### src/sv/sadsd_pkg.sv
package sadsd_pkg;

    localparam int MAX_WIDTH  = 1024;
    localparam int MAX_WINDOW = 15;
    localparam int MAX_DISP   = 128;

    localparam int PIX_W   = 8;
    localparam int ROW_W   = 12;
    localparam int COL_W   = 10;
    localparam int DISP_W  = 7;
    localparam int WID_W   = 11;
    localparam int WIN_W   = 4;
    localparam int ND_W    = 8;
    localparam int CFG_W   = 12;
    localparam int IDX_W   = 2;

    localparam int ADDR_W  = $clog2(MAX_WIDTH);
    localparam int SLOT_W  = (MAX_WINDOW > 1) ? $clog2(MAX_WINDOW) : 1;
    localparam int CNT_W   = $clog2(MAX_WINDOW + 1);
    localparam int SUM_W   = $clog2(MAX_WINDOW * MAX_WINDOW * 255 + 1);
    localparam int ND_CAP  = (MAX_DISP < 128) ? MAX_DISP : 128;

    localparam logic [IDX_W-1:0] REG_IMAGE_WIDTH   = 2'd0;
    localparam logic [IDX_W-1:0] REG_IMAGE_HEIGHT  = 2'd1;
    localparam logic [IDX_W-1:0] REG_WINDOW_SIZE   = 2'd2;
    localparam logic [IDX_W-1:0] REG_DISP_RANGE    = 2'd3;

    typedef struct packed {
        logic clear;
        logic accum;
        logic shift;
    } cell_ctrl_t;

endpackage

### src/sv/sadsd_cell.sv
module sadsd_cell (
    input  logic                            clk,
    input  logic                            rst_n,
    input  sadsd_pkg::cell_ctrl_t           ctrl,
    input  logic                            row_used,
    input  logic [sadsd_pkg::PIX_W-1:0]     left_pix,
    input  logic [sadsd_pkg::PIX_W-1:0]     right_pix,
    input  logic [sadsd_pkg::SUM_W-1:0]     prev_sum,
    output logic [sadsd_pkg::SUM_W-1:0]     sum
);

    logic [sadsd_pkg::SUM_W-1:0] acc_reg;
    logic [sadsd_pkg::SUM_W-1:0] acc_next;
    logic [sadsd_pkg::PIX_W-1:0] diff;

    always_comb
    begin
        diff = (left_pix > right_pix) ? (left_pix - right_pix) : (right_pix - left_pix);
        acc_next = acc_reg;
        if (ctrl.clear)
        begin
            acc_next = '0;
        end
        else if (ctrl.shift)
        begin
            acc_next = prev_sum;
        end
        else if (ctrl.accum && row_used)
        begin
            acc_next = acc_reg + sadsd_pkg::SUM_W'(diff);
        end
    end

    always_ff @(posedge clk or negedge rst_n)
    begin
        if (!rst_n)
        begin
            acc_reg <= '0;
        end
        else
        begin
            acc_reg <= acc_next;
        end
    end

    assign sum = acc_reg;

endmodule

### config.mk
export PLATFORM = sky130hd
export DESIGN_NAME = sadsd_cell
export DESIGN_NICKNAME = d
export VERILOG_FILES = /design/src/sv/sadsd_pkg.sv /design/src/sv/sadsd_cell.sv
export SDC_FILE = /design/constraint.sdc
export NUM_CORES = 1
export LEC_CHECK = 0
export BUFFER_PORTS_ARGS = -buffer_cell sky130_fd_sc_hd__buf_4
export CAP_MARGIN = 10
export CORE_ASPECT_RATIO = 1.25
export CORE_MARGIN = 2
export CORE_UTILIZATION = 25
export DETAILED_ROUTE_END_ITERATION = 12
export GPL_TIMING_DRIVEN = 1
export PLACE_DENSITY = 0.44
export RECOVER_POWER = 50
export SYNTH_ARGS = -nofsm -noshare
export SYNTH_HDL_FRONTEND = slang
export SYNTH_SLANG_ARGS = --single-unit
### constraint.sdc
create_clock -name clk -period 2.58 [get_ports clk]
set_input_delay 0.387 -clock clk [delete_from_list [all_inputs] [get_ports clk]]
set_output_delay 0.387 -clock clk [all_outputs]
set_load 0.01 [all_outputs]
; Yosys cells after proc, flatten, opt, wreduce, memory -nomap -nowiden
; Cells that the tools add are included.
[op_classes]
n_reduce_logical = 2
n_mux = 4
n_lt_le_gt_ge = 1
n_addsub = 3
[op_table]
columns = operator, n
row1 = $mux 16, 3
row2 = $add 16x8->16, 1
row3 = $sub 8x8->8, 2
row4 = $gt 8x8->1, 1
row5 = $mux 8, 1
row6 = $reduce_bool 3->1, 1
row7 = $logic_and 1x1->1, 1
[word_totals]
elab_cells = 11
in_bits = 38
reg_bits = 16
out_inout_bits = 16

; Longest topological paths before layout
; Gate-level depths: netlist (run 1).
[logic_depth]
ltp_word = 6
ltp_mapped = 18
depth_no_buf = 17

; Least setup slack after synthesis (run 1)
; OpenSTA, ideal clock, no wires.
[synth_path]
kind = input -> register
start = input port left_pix[0] (netlist bit)
end = register acc_reg, in the netlist sum[9]
path_slack_ns = -1.201
t_arrival_ns = 3.712
n_path_buf = 1
setup_time_ns = 0.069
stages = 17
path_cell_list = inv_1 ha_1 inv_1 fa_1 nand3_1 a21oi_1 o32ai_2 buf_6 mux2_1 a211oi_2 xnor2_1 ha_1 a21o_1 a31oi_1 o21ai_1 or4b_1 nand3_1
[synth_via]
elab_chain_cells = 6
elab_cells_between_ends = 8
classes_between = add/sub (3) / order compare (1) / mux (4)
[synth_rtl]
columns = item, line
row1 = start: declaration, sadsd_cell.sv:6  ; input logic [sadsd_pkg::PIX_W-1:0] left_pix,
row2 = $sub 8x8->8 / $gt 8x8->1 (equally long branches), sadsd_cell.sv:18  ; diff = (left_pix > right_pix) ? (left_pix - right_pix) : (right_pix - left_pix);
row3 = $mux 8 *, sadsd_cell.sv:18
row4 = $add 16x8->16 *, sadsd_cell.sv:30  ; acc_next = acc_reg + sadsd_pkg::SUM_W'(diff);
row5 = $mux 16 *, sadsd_cell.sv:28  ; else if (ctrl.accum && row_used)
row6 = $mux 16 *, sadsd_cell.sv:24  ; else if (ctrl.shift)
row7 = $mux 16 *, sadsd_cell.sv:20  ; if (ctrl.clear)
row8 = end signal: assignment, sadsd_cell.sv:42  ; acc_reg <= acc_next;
row9 = end: declaration, sadsd_cell.sv:12  ; logic [sadsd_pkg::SUM_W-1:0] acc_reg;
; Mark *: on every way between the ends. The rest lies on a longest branch, timed or not. The select of a mux whose other input is x is not followed.
; A chain may end at the register's enable or synchronous reset.

; Final worst setup path (run 1)
[layout_path]
start = input port left_pix[0] (netlist bit)
end = register acc_reg, in the netlist sum[13]
; The elaborated chain is that of the path after synthesis.

==> results of run 1 <==
[metal layers]
layer  wire, um  share of wire [%]  track usage, %  vias up
li1           -                  -               -     1030
met5          0                  0               0        -
met1       2492                 44           17.63      934
met2       2876                 51           25.50       36
met4         97                1.7           4.231        0
met3        168                3.0           1.148        6
[where the power goes]
group          switching [W]  total, W  internal [W]
Sequential         0.0000261  0.000298      0.000271
Clock              0.0000944  0.000198      0.000104
Combinational       0.000393  0.000885      0.000491
[metrics by stage]
step	std cells	hold slack, ns	TNS [ns]	instance area (um^2)
floorplan	235	0.09141	-8.982	1998
global placement	417	0.2701	-15.16	2804
detailed placement	417	0.2698	-15.57	2804
CTS	423	0.3509	-9.421	3019
global route	429	0.3676	-11.93	3133
finish	429	0.3580	-9.674	3133
[cells by family (layout without fill, tap and decap cells)]
logic type,Yosys count,in the layout
buf+inv,38,140
compound gates,65,65
simple gates,63,63
flops,16,16
mux,11,11
fa+ha+maj,27,27
xor+xnor,15,15
[cell type report]
class                           count  share of cell area (%)
Multi-Input combinational cell    181                   51.04
Timing Repair Buffer              107                   27.20
Sequential cell                    16                   12.78
Inverter                           30                   3.994
Tap cell                           92                   3.674
Clock buffer                        3                   1.318
[synthesized netlist by cell type (2+ instances only)]
| cell type | count |
|---|---|
| ha_1 | 24 |
| mux2i_1 | 5 |
| inv_1 | 30 |
| a211oi_1 | 4 |
| buf_6 | 2 |
| xor2_1 | 3 |
| nand3_1 | 8 |
| nor2_1 | 17 |
| o211ai_1 | 2 |
| nor4_1 | 2 |
| o21a_1 | 4 |
| mux2_2 | 5 |
| o21bai_1 | 2 |
| a22oi_1 | 2 |
| clkbuf_1 | 5 |
| nor2b_1 | 2 |
| and2_1 | 7 |
| a32oi_1 | 2 |
| dfrtp_1 | 16 |
| nand4_1 | 3 |
| fa_1 | 3 |
| a21oi_1 | 21 |
| and3_1 | 4 |
| a31oi_1 | 2 |
| a21o_1 | 3 |
| o21ai_0 | 11 |
| xnor2_1 | 12 |
| nand2_1 | 16 |
[worst reg2reg max path: cells and delay by family, from the launching register on]
kind                       cells  cell delay, ns
buffers and inverters          1            0.17
and+or+nand+nor                1            0.12
xor gates and xnor gates       1            0.09
adders and majority gates      2            0.63
DFF                            1            0.40
AOI/OAI and AO/OA              4            0.63
[worst max path at each step]
stage / endpoint / slack [ns] / depth (start not counted)
finish: sum[13]$_DFFE_PN0P_ / -0.89 / 20
global route: sum[9]$_DFFE_PN0P_ / -1.01 / 19
CTS: sum[9]$_DFFE_PN0P_ / -0.85 / 18
detailed placement: sum[9]$_DFFE_PN0P_ / -1.26 / 18
global placement: sum[9]$_DFFE_PN0P_ / -1.21 / 18
floorplan: sum[9]$_DFFE_PN0P_ / -0.91 / 17
[repair_timing]
action / CTS / global route
hold buffers: 1 / 0
buffers inserted: 3 / 7
resized for setup: 34 / 14
pin swaps: 15 / 12
hold endpoints to repair: 16 / 0
endpoints found under the setup margin: 15 / 15
==> reports/summary.txt, run 1 <==
status: finished, violations left
failing checks: setup timing
share of layout cells above drive strength 1: 45.10%
FF-to-FF path depth: 9
DRC Markers: 0
CTS tree: yes
Worst EP required: 2.72 ns
Initial Utilization: 25.90%
Area Growth Syn to Fin: 63.45%
worst setup path start: left_pix[0]
initial antenna violation count: 0
worst hold path startpoint: prev_sum[7]
Post-Synthesis Cells: 235
Final Util: 42.33%
slack of the critical path: -0.8886 ns
Die H: 101.9 um
Die W: 82.32 um
Worst Clk Skew: 0.003041 ns
Synth Area in Simple Gates: 16.25%
Top cell by count, worst path: buf_6
gr ovfl total: 0
Crit path buffers/inverters: 6
worst skew pair latency: 0.25 ns
Total Power: 0.001380 W
Rows: 35
fmax: 288.3 MHz
RD Place Congestion: 0.8418
critical path class: in -> reg
most frequent cells in the layout: 94 x buf_4, 28 x inv_1, 19 x ha_1
FFs w/ async S/R, synth: 100.0%
Post-Synth Adder-Cell Area: 18.80%
CP max FO: 4
synthesized area: 1917 um^2
via count: 2,006
worst vdd ir: 0.3025 mV
Synthesis Warnings: 0
Critical-path top delay cell: fa_2
fin. max-slew vios: 0
Multi-input gate area: 1599 um^2
worst path cell trace: buf_12 > inv_12 > ha_4 > inv_2 > fa_2 > nand3_2 > a21oi_2 > o32ai_4 > buf_6 > buf_6 > mux2_4 > a211oi_4 > xnor2_2 > ha_1 > a21o_1 > a31oi_2 > o21ai_2 > buf_4 > and3b_1 > o31a_1
Final Hold Fails: 0
TritonCTS buffer count: 3
main combinational cell family by area after synthesis: compound AO/OA/AOI/OAI gates
Die Area: 8388 um^2
#FFs+latches synth: 16
Worst setup EP type: register
post-synthesis mux area share: 6.136%
max reg flops: 16
clk root buf: clkbuf_8
sequential element share of the synthesized area: 20.89%
Synth cell types: 46
GRT Total Usage: 14.15%
DP Wirelength: 4516 um
top post-synthesis cells by area: dfrtp_1 21%, ha_1 16%, inv_1 5.9%
FF+latch area: 400.4 um^2
RSZ-0062 raised after global routing: yes
post-synth net total: 300
CP delay by family, top: compound AO/OA/AOI/OAI gates
dpl ws: -1.262 ns
# fillers: 770
startpoint types: primary input
Synth Area per Inst: 8.157 um^2
DRT iter0 DRCs: 21
post-DR vias/cell: 4.676
Synth Area in XOR/XNOR: 6.854%
FF-to-FF End: sum[14]$_DFFE_PN0P_
setup-violating endpoint count in the final report: 15
Synth Area in Compound Gates: 22.85%
R2R Setup Slk: 0.43 ns
number of synthesized flops with an enable pin: 0
Cell Pwr Density: 440.6 nW/um^2
cell accounting for the most synthesized area: dfrtp_1
top-area cell type share of the netlist area: 20.89%
worst hold path class: in -> reg
wire length per cell: 13.14 um
clock sink count: 16
final worst path period need: 3.469 ns
Final nets: 404
period utilization: 134.4%
Worst path max stage delay: 0.34 ns
clock-pin slew on the worst setup and hold paths: 0.07 ns
Worst slew margin: 36.01%
Synth Flop Type: dfrtp_1
post-detailed-route count of antenna-violating nets: 0
Max-Cap Viols: 0
leakage: 1.530 nW
Initial DRT Pass Iterations: 4
clk buf depth: 2
total core area: 7401 um^2
IO Pins: 54
Worst Path Arrival: 3.61 ns
# diodes: 0
first-pass GRT wire length: 9349 um
IO buf count: 53
htree depth: 1
worst r2r src: sum[0]$_DFFE_PN0P_
vias in the first global route: 2,059
largest net degree at the start of global routing: 28
Hold Path Stages: 3
Worst Max-Slew Pin Slew: 0.9599 ns
worst hold endpoint: sum[7]$_DFFE_PN0P_
DRT Wirelength: 5635 um
most common cell after layout, fill and taps aside: buf_4
Power figures use the tool's default switching activity.
==> run 2, diff against run 1 <==
==> constraint.sdc (replaced) <==
create_clock -name clk -period 3.52 [get_ports clk]
set_input_delay 0.528 -clock clk [delete_from_list [all_inputs] [get_ports clk]]
set_output_delay 0.528 -clock clk [all_outputs]
set_load 0.01 [all_outputs]
==> reports/summary.txt, run 2 (synthesis gave the netlist of run 1 again) <==
total core area: 7401 um^2
largest net degree at the start of global routing: 28
gr ovfl total: 0
RD Place Congestion: 0.7874
RSZ-0062 raised after global routing: yes
DRT Wirelength: 5297 um
Worst EP required: 3.71 ns
worst skew pair latency: 0.25 ns
post-DR vias/cell: 4.615
clk buf depth: 2
Worst setup EP type: register
Initial DRT Pass Iterations: 6
Worst Clk Skew: 0.003416 ns
vias in the first global route: 1,893
worst hold path class: in -> async
Die W: 82.32 um
GRT Total Usage: 13.01%
Die H: 101.9 um
clock sink count: 16
final worst path period need: 3.565 ns
Max-Cap Viols: 0
Worst Path Arrival: 3.75 ns
Final nets: 388
failing checks: setup timing
period utilization: 101.3%
startpoint types: primary input
worst vdd ir: 0.2103 mV
DRT iter0 DRCs: 45
clock-pin slew on the worst setup and hold paths: 0.06 ns
post-detailed-route count of antenna-violating nets: 0
IO buf count: 53
TritonCTS buffer count: 3
Worst slew margin: 37.58%
fmax: 280.5 MHz
most common cell after layout, fill and taps aside: buf_4
DRC Markers: 0
CTS tree: yes
Die Area: 8388 um^2
clk root buf: clkbuf_8
Rows: 35
Initial Utilization: 25.90%
share of layout cells above drive strength 1: 38.32%
Area Growth Syn to Fin: 49.87%
# diodes: 0
Worst Max-Slew Pin Slew: 0.9364 ns
status: finished, violations left
leakage: 1.416 nW
critical path class: in -> reg
via count: 1,906
most frequent cells in the layout: 85 x buf_4, 27 x inv_1, 21 x ha_1
Fin Setup TNS: -0.04468 ns
DP Wirelength: 4256 um
CTS hold repair buffers: 0
initial antenna violation count: 0
WHS: 0.3955 ns
slack of the critical path: -0.04468 ns
IO Pins: 54
max reg flops: 16
dpl ws: -0.4264 ns
final std cells w/o fill: 413
CP max FO: 4
Cell Pwr Density: 317.7 nW/um^2
Final Hold Fails: 0
Inst Count DP: 406
setup-violating endpoint count in the final report: 1
first-pass GRT wire length: 8756 um
htree depth: 1
fin. max-slew vios: 0
wire length per cell: 12.83 um
-- run 2: worst max-delay path, cell delays in order --
cell and delay, ns:
buf_12 0.11, inv_12 0.04, ha_4 0.12, inv_2 0.03, fa_2 0.34, nand3_2 0.10
a21oi_2 0.05, o32ai_2 0.22, buf_4 0.18, mux2_4 0.30, a211oi_2 0.23, xnor2_1 0.17
ha_1 0.30, a21o_1 0.18, a31oi_2 0.19, o21ai_2 0.10, or4b_1 0.47, nand3_1 0.08
-- run 2: power by group --
part,leakage [nW],total (W),switching (W),internal (W)
clock network,0.0216,0.000139,0.0000629,0.0000759
registers,0.209,0.000217,0.0000184,0.000199
logic,1.18,0.000556,0.000259,0.000298
-- run 2: worst paths after layout --
kind                                     from             endpoint  slack [ns]  cells after the start
max                               left_pix[0]   sum[9]$_DFFE_PN0P_       -0.04                     18
min                                     rst_n  sum[15]$_DFFE_PN0P_        0.40                      1
max reg2reg                sum[0]$_DFFE_PN0P_  sum[14]$_DFFE_PN0P_        1.43                      9
min reg2reg                sum[7]$_DFFE_PN0P_   sum[7]$_DFFE_PN0P_        0.58                      2
max in group asynchronous               rst_n   sum[2]$_DFFE_PN0P_        2.55                      1
min in group clk                  prev_sum[7]   sum[7]$_DFFE_PN0P_        0.50                      3
-- run 2: stage by stage --
| stage | area, um^2 | power, W | util (%) |
|---|---|---|---|
| 2_1_floorplan | 1987 | 0.0005068 | - |
| 4_1_cts | 2821 | 0.0008996 | 38.12 |
| 3_3_place_gp | 2710 | 0.0007230 | 36.62 |
| 5_1_grt | 2873 | 0.0009936 | 38.82 |
| 3_5_place_dp | 2710 | 0.0007207 | 36.62 |
| 6_report | 2873 | 0.0009126 | 38.82 |
-- run 2: what timing repair did --
| action | in CTS | in global routing |
|---|---|---|
| pin swaps | 9 | 8 |
| setup buffers | 4 | 0 |
| endpoints found under the setup margin | 9 | 11 |
| gates resized for setup | 12 | 14 |
-- run 2: final cells by class --
class,instances,area (um^2)
fill,783,4528
multi-input combinational,181,1506
timing repair buffer,91,684.4
sequential,16,400.4
inverter,30,125.1
tap,92,115.1
clock buffer,3,41.29
-- run 2: metal layers --
metal  track usage (%)  share of wire (%)  vias up
li1                  -                  -      995
met1             17.04                 45      861
met2             22.33                 50       46
met3             1.590                4.5        4
met4             3.462               0.83        0
met5                 0                  0        -
